File: src/rtl/oaht_pkg.sv
// Shared types, codes and helper functions of the open-addressing hash table.
`default_nettype none
package oaht_pkg;

  localparam int SLOTS_DEF = 64;
  localparam int KEY_W     = 31;
  localparam int SIZE_W    = 7;
  localparam int CFG_W     = 7;
  localparam int COLL_W    = 32;
  localparam int DIV_STEPS = KEY_W;

  localparam logic [1:0] TAG_EMPTY = 2'd0;
  localparam logic [1:0] TAG_LIVE  = 2'd1;
  localparam logic [1:0] TAG_DEAD  = 2'd2;

  localparam logic [1:0] ACT_INSERT = 2'd0;
  localparam logic [1:0] ACT_SEARCH = 2'd1;
  localparam logic [1:0] ACT_DELETE = 2'd2;
  localparam logic [1:0] ACT_CLEAR  = 2'd3;

  localparam logic [1:0] MODE_LIN  = 2'd0;
  localparam logic [1:0] MODE_QUAD = 2'd1;

  localparam logic REG_MODE = 1'b0;
  localparam logic REG_SIZE = 1'b1;

  typedef struct packed {
    logic [1:0]       action;
    logic [KEY_W-1:0] key;
  } in_item_t;

  typedef struct packed {
    logic              status;
    logic [5:0]        slot_index;
    logic [COLL_W-1:0] collision_total;
    logic              table_full;
    logic              table_empty;
  } out_item_t;

  typedef enum logic [3:0] {
    S_INIT, S_IDLE, S_DIV, S_SETUP, S_RD, S_CHK, S_CLR, S_CNT0, S_CNT, S_DONE
  } state_t;

  typedef struct packed {
    logic load;
    logic div_step;
    logic setup;
    logic probe_rd;
    logic probe_chk;
    logic clr_step;
    logic cnt_init;
    logic cnt_step;
    logic finish;
  } cmd_t;

  typedef struct packed {
    logic div_done;
    logic probe_stop;
    logic clr_done;
    logic cnt_done;
    logic out_free;
  } sts_t;

  // (a + b) mod n for a, b < n
  function automatic logic [SIZE_W-1:0] add_mod(input logic [SIZE_W-1:0] a,
                                                input logic [SIZE_W-1:0] b,
                                                input logic [SIZE_W-1:0] n);
    logic [SIZE_W:0] s;
    s = {1'b0, a} + {1'b0, b};
    if (s >= {1'b0, n}) s = s - {1'b0, n};
    return s[SIZE_W-1:0];
  endfunction

  // v mod n for v below 8, n at least 1
  function automatic logic [SIZE_W-1:0] small_mod(input logic [2:0] v,
                                                  input logic [SIZE_W-1:0] n);
    logic [SIZE_W-1:0] r;
    r = {4'b0, v};
    for (int k = 0; k < 7; k++) begin
      if (r >= n) r = r - n;
    end
    return r;
  endfunction

endpackage
`default_nettype wire

File: src/rtl/oaht_ram.sv
// Generic simple dual-port RAM with registered read.
`default_nettype none
module oaht_ram #(
  parameter int W = 8,
  parameter int D = 64
) (
  input  wire logic                 clk,
  input  wire logic                 we,
  input  wire logic [$clog2(D)-1:0] waddr,
  input  wire logic [W-1:0]         wdata,
  input  wire logic [$clog2(D)-1:0] raddr,
  output logic      [W-1:0]         rdata
);
  logic [W-1:0] mem [D];

  always_ff @(posedge clk) begin
    if (we) mem[waddr] <= wdata;
    rdata <= mem[raddr];
  end
endmodule
`default_nettype wire

File: src/rtl/oaht_ctrl.sv
// Request sequencer: state machine issuing datapath commands.
`default_nettype none
module oaht_ctrl import oaht_pkg::*; (
  input  wire logic       clk,
  input  wire logic       rst_n,
  input  wire logic       in_valid,
  input  wire logic [1:0] in_action,
  output logic            in_stall,
  input  wire sts_t       sts,
  output cmd_t            cmd
);
  state_t state_r, state_nxt;

  always_ff @(posedge clk) begin
    if (!rst_n) state_r <= S_INIT;
    else        state_r <= state_nxt;
  end

  always_comb begin
    state_nxt = state_r;
    cmd       = '0;
    in_stall  = (state_r != S_IDLE);
    unique case (state_r)
      S_INIT: begin
        cmd.clr_step = 1'b1;
        if (sts.clr_done) state_nxt = S_IDLE;
      end
      S_IDLE: begin
        if (in_valid) begin
          cmd.load  = 1'b1;
          state_nxt = (in_action == ACT_CLEAR) ? S_CLR : S_DIV;
        end
      end
      S_DIV: begin
        cmd.div_step = 1'b1;
        if (sts.div_done) state_nxt = S_SETUP;
      end
      S_SETUP: begin
        cmd.setup = 1'b1;
        state_nxt = S_RD;
      end
      S_RD: begin
        cmd.probe_rd = 1'b1;
        state_nxt    = S_CHK;
      end
      S_CHK: begin
        cmd.probe_chk = 1'b1;
        state_nxt     = sts.probe_stop ? S_CNT0 : S_RD;
      end
      S_CLR: begin
        cmd.clr_step = 1'b1;
        if (sts.clr_done) state_nxt = S_CNT0;
      end
      S_CNT0: begin
        cmd.cnt_init = 1'b1;
        state_nxt    = S_CNT;
      end
      S_CNT: begin
        cmd.cnt_step = 1'b1;
        if (sts.cnt_done) state_nxt = S_DONE;
      end
      S_DONE: begin
        if (sts.out_free) begin
          cmd.finish = 1'b1;
          state_nxt  = S_IDLE;
        end
      end
      default: state_nxt = S_INIT;
    endcase
  end
endmodule
`default_nettype wire

File: src/rtl/oaht_dp.sv
// Datapath: config registers, key/tag stores, remainder unit, probe stepper, counters.
`default_nettype none
module oaht_dp import oaht_pkg::*; #(
  parameter int SLOTS = SLOTS_DEF
) (
  input  wire logic             clk,
  input  wire logic             rst_n,
  input  wire in_item_t         in_data,
  input  wire logic             cfg_we,
  input  wire logic             cfg_index,
  input  wire logic [CFG_W-1:0] cfg_data,
  input  wire logic             out_stall,
  output logic                  out_valid,
  output out_item_t             out_data,
  input  wire cmd_t             cmd,
  output sts_t                  sts
);
  localparam int IW   = $clog2(SLOTS);
  localparam int NMAX = (SLOTS < 127) ? SLOTS : 127;

  logic [1:0]        mode_r;
  logic [SIZE_W-1:0] size_r;
  logic [SIZE_W-1:0] n_cur, n_r;
  logic [1:0]        act_r;
  logic [KEY_W-1:0]  key_r, sh_r;
  logic [4:0]        div_cnt_r;
  logic [SIZE_W-1:0] rem_n_r;
  logic [2:0]        rem7_r;
  logic [SIZE_W-1:0] pos_r, dlt_r, c6_r, i_r;
  logic [SIZE_W-1:0] j_r, live_r, used_r;
  logic              pv_r;
  logic [IW-1:0]     clr_r;
  logic [COLL_W-1:0] coll_r;
  logic              fail_r;
  logic [SIZE_W-1:0] where_r;
  logic              out_valid_r;
  out_item_t         out_r;

  logic [1:0]        tag_rd;
  logic [KEY_W-1:0]  key_rd;
  logic              tag_we, key_we;
  logic [1:0]        tag_wd;
  logic [IW-1:0]     waddr, raddr;
  logic              hit, stop, is_ins, last;
  logic [SIZE_W:0]   tn;
  logic [3:0]        t7;
  logic [2:0]        hstep;

  // effective size in use
  always_comb begin
    if (size_r == '0)                   n_cur = SIZE_W'(1);
    else if (size_r > SIZE_W'(NMAX))    n_cur = SIZE_W'(NMAX);
    else                                n_cur = size_r;
  end

  always_ff @(posedge clk) begin
    if (!rst_n) begin
      mode_r <= MODE_LIN;
      size_r <= SIZE_W'(13);
    end else if (cfg_we) begin
      if (cfg_index == REG_MODE) mode_r <= cfg_data[1:0];
      else                       size_r <= cfg_data;
    end
  end

  // probe decision
  assign is_ins = (act_r == ACT_INSERT);
  assign last   = (i_r == n_r - SIZE_W'(1));
  always_comb begin
    if (is_ins) hit = (tag_rd != TAG_LIVE);
    else        hit = (tag_rd == TAG_LIVE) && (key_rd == key_r);
    stop = hit || last || (!is_ins && tag_rd == TAG_EMPTY);
  end

  // store writes
  always_comb begin
    tag_we = 1'b0;
    key_we = 1'b0;
    tag_wd = TAG_EMPTY;
    waddr  = IW'(pos_r);
    if (cmd.clr_step) begin
      tag_we = 1'b1;
      waddr  = clr_r;
    end else if (cmd.probe_chk && hit) begin
      if (is_ins) begin
        tag_we = 1'b1;
        key_we = 1'b1;
        tag_wd = TAG_LIVE;
      end else if (act_r == ACT_DELETE) begin
        tag_we = 1'b1;
        tag_wd = TAG_DEAD;
      end
    end
  end
  assign raddr = cmd.cnt_step ? IW'(j_r) : IW'(pos_r);

  oaht_ram #(.W(2), .D(SLOTS)) u_tags (
    .clk(clk), .we(tag_we), .waddr(waddr), .wdata(tag_wd), .raddr(raddr), .rdata(tag_rd)
  );
  oaht_ram #(.W(KEY_W), .D(SLOTS)) u_keys (
    .clk(clk), .we(key_we), .waddr(waddr), .wdata(key_r), .raddr(raddr), .rdata(key_rd)
  );

  // bit-serial remainders: key mod n and key mod 7
  always_comb begin
    tn = {rem_n_r, sh_r[KEY_W-1]};
    if (tn >= {1'b0, n_r}) tn = tn - {1'b0, n_r};
    t7 = {rem7_r, sh_r[KEY_W-1]};
    if (t7 >= 4'd7) t7 = t7 - 4'd7;
    hstep = 3'(4'd7 - {1'b0, rem7_r});
  end

  always_ff @(posedge clk) begin
    if (cmd.load) begin
      act_r     <= in_data.action;
      key_r     <= in_data.key;
      sh_r      <= in_data.key;
      n_r       <= n_cur;
      div_cnt_r <= '0;
      rem_n_r   <= '0;
      rem7_r    <= '0;
      where_r   <= '0;
    end
    if (cmd.div_step) begin
      sh_r      <= {sh_r[KEY_W-2:0], 1'b0};
      rem_n_r   <= tn[SIZE_W-1:0];
      rem7_r    <= t7[2:0];
      div_cnt_r <= div_cnt_r + 5'd1;
    end
    if (cmd.setup) begin
      pos_r <= rem_n_r;
      i_r   <= '0;
      c6_r  <= small_mod(3'd6, n_r);
      case (mode_r)
        MODE_LIN:  dlt_r <= small_mod(3'd1, n_r);
        MODE_QUAD: dlt_r <= small_mod(3'd4, n_r);
        default:   dlt_r <= small_mod(hstep, n_r);
      endcase
    end
    if (cmd.probe_chk) begin
      if (hit) where_r <= pos_r;
      else if (!stop) begin
        i_r   <= i_r + SIZE_W'(1);
        pos_r <= add_mod(pos_r, dlt_r, n_r);
        if (mode_r == MODE_QUAD) dlt_r <= add_mod(dlt_r, c6_r, n_r);
      end
    end
    if (cmd.cnt_init) begin
      j_r    <= '0;
      live_r <= '0;
      used_r <= '0;
    end
    if (cmd.cnt_step) begin
      if (j_r < n_r) j_r <= j_r + SIZE_W'(1);
      if (pv_r) begin
        if (tag_rd == TAG_LIVE)  live_r <= live_r + SIZE_W'(1);
        if (tag_rd != TAG_EMPTY) used_r <= used_r + SIZE_W'(1);
      end
    end
    if (cmd.finish) begin
      out_r.status          <= fail_r;
      out_r.slot_index      <= where_r[5:0];
      out_r.collision_total <= coll_r;
      out_r.table_full      <= (live_r == n_r);
      out_r.table_empty     <= (used_r == '0);
    end
  end

  // control registers
  always_ff @(posedge clk) begin
    if (!rst_n) begin
      clr_r       <= '0;
      coll_r      <= '0;
      fail_r      <= 1'b1;
      pv_r        <= 1'b0;
      out_valid_r <= 1'b0;
    end else begin
      if (cmd.clr_step) clr_r <= sts.clr_done ? '0 : clr_r + IW'(1);
      if (cmd.load) begin
        fail_r <= (in_data.action != ACT_CLEAR);
        if (in_data.action == ACT_CLEAR) coll_r <= '0;
      end
      if (cmd.probe_chk) begin
        if (hit) fail_r <= 1'b0;
        else if (is_ins && coll_r != '1) coll_r <= coll_r + COLL_W'(1);
      end
      if (cmd.cnt_init)      pv_r <= 1'b0;
      else if (cmd.cnt_step) pv_r <= (j_r < n_r);
      if (cmd.finish)         out_valid_r <= 1'b1;
      else if (!out_stall)    out_valid_r <= 1'b0;
    end
  end

  always_comb begin
    sts.div_done   = (div_cnt_r == 5'(DIV_STEPS - 1));
    sts.probe_stop = stop;
    sts.clr_done   = (clr_r == IW'(SLOTS - 1));
    sts.cnt_done   = (j_r == n_r) && !pv_r;
    sts.out_free   = !out_valid_r || !out_stall;
  end

  assign out_valid = out_valid_r;
  assign out_data  = out_r;
endmodule
`default_nettype wire

File: src/rtl/open_address_hash_table_top.sv
// Top level of the open-addressing hash table: sequencer plus datapath.
//
// Input channel (in_valid/in_stall/in_data): one request item per handshake,
// action insert, search, delete or clear, with a 31-bit key.
// Result channel (out_valid/out_stall/out_data): exactly one result item per
// request: status, slot index, collision total, full and empty flags.
// Configuration (cfg_we/cfg_index/cfg_data): index 0 probe mode, index 1 size.
// Write only while no request is in flight.
//
// Steps per item: the key remainder (bit-serial unit), one setup step, then a
// tag/key read and a decide step per probe slot, then a flag recount over
// every slot of the configured size, then a load of the output register. A
// clear replaces remainder and probing with a sweep over all SLOTS tag
// entries. One item is in work at a time.
// Reset: synchronous, active low; afterwards a sweep over all SLOTS entries
// empties the tag store, with in_stall high, before the first item is taken.
// A stalled result holds in the output register; the next request may be
// taken meanwhile, and its result waits until the register frees up.
`default_nettype none
module open_address_hash_table_top import oaht_pkg::*; #(
  parameter int SLOTS = SLOTS_DEF
) (
  input  wire logic             clk,
  input  wire logic             rst_n,
  input  wire logic             in_valid,
  output logic                  in_stall,
  input  wire in_item_t         in_data,
  output logic                  out_valid,
  input  wire logic             out_stall,
  output out_item_t             out_data,
  input  wire logic             cfg_we,
  input  wire logic             cfg_index,
  input  wire logic [CFG_W-1:0] cfg_data
);
  cmd_t cmd;
  sts_t sts;

  oaht_ctrl u_ctrl (
    .clk       (clk),
    .rst_n     (rst_n),
    .in_valid  (in_valid),
    .in_action (in_data.action),
    .in_stall  (in_stall),
    .sts       (sts),
    .cmd       (cmd)
  );

  oaht_dp #(.SLOTS(SLOTS)) u_dp (
    .clk       (clk),
    .rst_n     (rst_n),
    .in_data   (in_data),
    .cfg_we    (cfg_we),
    .cfg_index (cfg_index),
    .cfg_data  (cfg_data),
    .out_stall (out_stall),
    .out_valid (out_valid),
    .out_data  (out_data),
    .cmd       (cmd),
    .sts       (sts)
  );
endmodule
`default_nettype wire

File: config.mk
export PLATFORM = sky130hd
export DESIGN_NAME = open_address_hash_table_top
export DESIGN_NICKNAME = d
export VERILOG_FILES = /design/src/rtl/oaht_pkg.sv /design/src/rtl/oaht_ram.sv /design/src/rtl/oaht_ctrl.sv /design/src/rtl/oaht_dp.sv /design/src/rtl/open_address_hash_table_top.sv
export SDC_FILE = /design/constraint.sdc
export NUM_CORES = 2
export LEC_CHECK = 0
export ABC_AREA = 1
export BUFFER_PORTS_ARGS = -buffer_cell sky130_fd_sc_hd__buf_2
export CAP_MARGIN = 10
export CORE_ASPECT_RATIO = 1.4
export CORE_MARGIN = 2
export CORE_UTILIZATION = 35
export DETAILED_ROUTE_END_ITERATION = 7
export MAX_ROUTING_LAYER = met4
export PLACE_DENSITY = 0.59
export SLEW_MARGIN = 20
export SYNTH_ARGS = -nofsm -noshare
export SYNTH_HDL_FRONTEND = slang
export SYNTH_SLANG_ARGS = --single-unit
File: constraint.sdc
create_clock -name clk -period 27.6 [get_ports clk]
set_input_delay 2.76 -clock clk [delete_from_list [all_inputs] [get_ports clk]]
set_output_delay 2.76 -clock clk [all_outputs]
set_load 0.03 [all_outputs]
==> metrics.cfg <==
[timing]
finalHoldViolCount=0
fmax_mhz=70.2
fin_tns_setup_ps=0
finClkSkew_ps=118
tightest_slew_ps=1160
final_max_slew_viol_count=0
finalCritPeriodShare_pct=51.6
fin_crit_ps=14250
rsz0062_at_grt=false
hold_ws_ps=450
setup_viol=0
max_slew_margin_pct=22.6

[clock_network]
cts.clk_slew.worst_paths_ps=60
cts_tree=done
clock_sinks=2381
holdBufCountCts=0
htree_levels=4
cts_buffer_depth=4
ctsResizeCount=0
cts_buffers=224
clkLatencyLatePin_ps=910
cts_setup_buffers=0
cts_root_buffer=clkbuf_16

[finish]
fillers=27888
final_nets=9265
area_growth_pct=12.2
drive_above_1_share_pct=8.81
fin_area_um2=117000
final_cell_mix=2,245 x edfxtp_1, 1,555 x nor2_1, 1,436 x o21ai_0
fin_util_pct=39.4
layout_commonest_cell=edfxtp_1

[placed_design]
io_buffers=88
dpl.hpwl_mm=170
postPlaceCellArea_um2=110000
gp_congestion=0.845

[grt]
grt_pass1_vias=70564
grt_max_degree=217
use_met3_pct=2.09
gr-usage-met2_pct=34.7
antenna_found_initial=4
busiest_layer=met2
grtUsageTotal_pct=20.5
use_met1_pct=25.8
grt_pass1_wl_mm=458
gr-total-overflow=0

[power_and_ir_drop]
pwr_density_cell_nw_per_um2=63.3
power.total_mw=7.40
cellLeakagePower_nw=39.7
p_sw_mw=1.61
clockPowerShare_pct=42.2
p_comb_share_pct=4.8
seqPwrFrac_pct=53.0
p_sw_share_pct=21.7
vdd_ir_drop_max_v=0.0000587
intPower_mw=5.79

[synthesis]
ys_types=76
synthFlopType=edfxtp_1
synth_area_um2=104000
synth-seq-cells=2381
synth-edff-count=2245
ys_seq_area_share_pct=67.3
syn_avg_cell_area_um2=11.6
yosysWarnings=0
yosysTopAreaCellShare_pct=64.7
syn_inst=8992
synth_top_cell_by_area=edfxtp_1
synthTopCellsByArea=edfxtp_1 65%, o21ai_0 6.9%, nor2_1 5.9%
async_flop_share_pct=0

[route]
first_iter_violations=8233
vias=72952
drc=0
ant_nets=0
wl_mm=312
firstDrtPassIters=6
vias_per_cell=5.57
routedWlPerCell_um=23.8

[worst_setup_path]
r2r_setup_slack_ps=13350
critPathMaxStageDelay_ps=620
crit_required_ps=28360
critPathArrivalTime_ps=15010
startpoint_type=register
crit_path_end_kind=register
crit_type=register to register
worst_path_most_repeated_cell=nand2_1
r2r_cells=81
r2r_start=u_dp.n_r[2]$_SDFFCE_PP0P_
crit_path_top_delay_cell=edfxtp_1
timing.rr.end=u_dp.dlt_r[5]$_DFF_P_
critPathMaxFanout=35

[floorplan]
fp-row-count=237
ios=89
core_area_um2=297000
die_h_um=650
die_area_um2=302000
initial_core_util_pct=35.1
die_w_um=465

[hold_path]
min_from=u_dp.where_r[4]$_DFF_P_
hold_path_class=register to register
hold_depth=0
holdPathEnd=u_dp.out_data[38]$_DFFE_PP_

[run_status]
outcome=complete, no violations

[run]
cap_violations=0

==> through the flow <==
step / setup WS (ps) / cells
2_1_floorplan: 15040 / 8993
6_report: 13350 / 13094
3_3_place_gp: 12920 / 12686
4_1_cts: 13130 / 13091
3_5_place_dp: 13150 / 12686
5_1_grt: 11730 / 13094
==> registers in the layout, indices dropped and copies added (netlist names), 6 cells and up <==
name,cells
u_dp.u_tags.mem,128
u_dp.sh_r,31
u_dp.key_r,31
u_dp.n_r,7
u_dp.dlt_r,7
u_dp.clr_r,6
u_dp.coll_r,32
u_dp.i_r,7
u_dp.out_data,41
u_dp.u_keys.rdata,31
u_dp.c6_r,7
u_dp.pos_r,7
u_dp.j_r,7
u_dp.u_keys.mem,1984
u_dp.used_r,7
u_dp.live_r,7
u_dp.where_r,6
u_dp.size_r,7
u_dp.rem_n_r,7
==> how the worst max path moves through the flow <==
stage                              start                     to  slack [ps]  cells past startpoint
3_3_place_gp   u_dp.n_r[2]$_SDFFCE_PP0P_  u_dp.dlt_r[3]$_DFF_P_       12920                     81
6_report       u_dp.n_r[2]$_SDFFCE_PP0P_  u_dp.dlt_r[5]$_DFF_P_       13350                     81
5_1_grt        u_dp.n_r[2]$_SDFFCE_PP0P_  u_dp.dlt_r[3]$_DFF_P_       11730                     81
4_1_cts        u_dp.n_r[2]$_SDFFCE_PP0P_  u_dp.dlt_r[3]$_DFF_P_       13130                     81
2_1_floorplan  u_dp.n_r[1]$_SDFFCE_PP0P_  u_dp.dlt_r[3]$_DFF_P_       15040                     83
3_5_place_dp   u_dp.n_r[2]$_SDFFCE_PP0P_  u_dp.dlt_r[3]$_DFF_P_       13150                     81
==> kinds of logic (layout without fill, tap and decap cells) <==
| kind of cell | after synthesis | in the layout | share of synthesized area [%] |
|---|---|---|---|
| buffers and inverters | 931 | 1088 | 3.46 |
| AO/OA/AOI/OAI | 2522 | 2522 | 13.8 |
| flip-flops | 2381 | 2381 | 67.3 |
| XOR/XNOR | 157 | 157 | 1.32 |
| other | 1 | 3 | 0.00360 |
| AND/OR/NAND/NOR | 2752 | 2752 | 10.9 |
| adder cells (fa/ha/maj) | 248 | 248 | 3.17 |
==> synth_stat cells, types with 27 or more instances <==
master,count
a22o_1,29
clkbuf_1,435
o21ai_0,1439
o22ai_1,519
o211ai_1,46
nand2_1,655
nand4_1,36
nor3_1,46
edfxtp_1,2245
inv_1,396
nor2_1,1624
a21oi_1,207
dfxtp_1,136
buf_2,56
or2_2,37
o221ai_1,140
ha_1,221
xnor2_1,66
xor2_1,91
nand3_1,242
fa_1,27
==> cell type report <==
class | count | area [µm²] | share of cell area, %
flip-flops and latches | 2381 | 70100 | 60.0
multi-input cells | 5681 | 31000 | 26.5
clock buffers | 282 | 5930 | 5.07
well taps | 3943 | 4930 | 4.22
repair buffers | 259 | 1900 | 1.63
inverters | 424 | 1640 | 1.40
clock inverters | 123 | 1350 | 1.16
diodes | 1 | 2.50 | 0.00214
==> metal layers <==
layer,vias to the layer above,part of all wire [%],wire [µm]
met5,-,0,0
met4,0,3.2,9860
met3,543,7.0,22000
met2,2980,50,155000
met1,36678,40,126000
li1,32751,-,-
==> power groups by stage <==
stage / registers, mW / logic [mW] / clock network, mW
3_5_place_dp: 4.00 / 0.349 / 0
3_3_place_gp: 4.00 / 0.343 / 0
2_1_floorplan: 4.00 / 0.223 / 0
5_1_grt: 3.92 / 0.385 / 3.28
6_report: 3.92 / 0.353 / 3.12
4_1_cts: 3.92 / 0.350 / 3.16
==> worst max-delay path, delay by kind of cell (launching register included) <==
family                     cells  cell delay (ps)
and+or+nand+nor               36             4830
AOI/OAI and AO/OA             26             4320
adders and majority gates      7             2190
buffers and inverters         12             2170
DFF                            1              620
No activity file was read; power rests on OpenSTA's default activity.
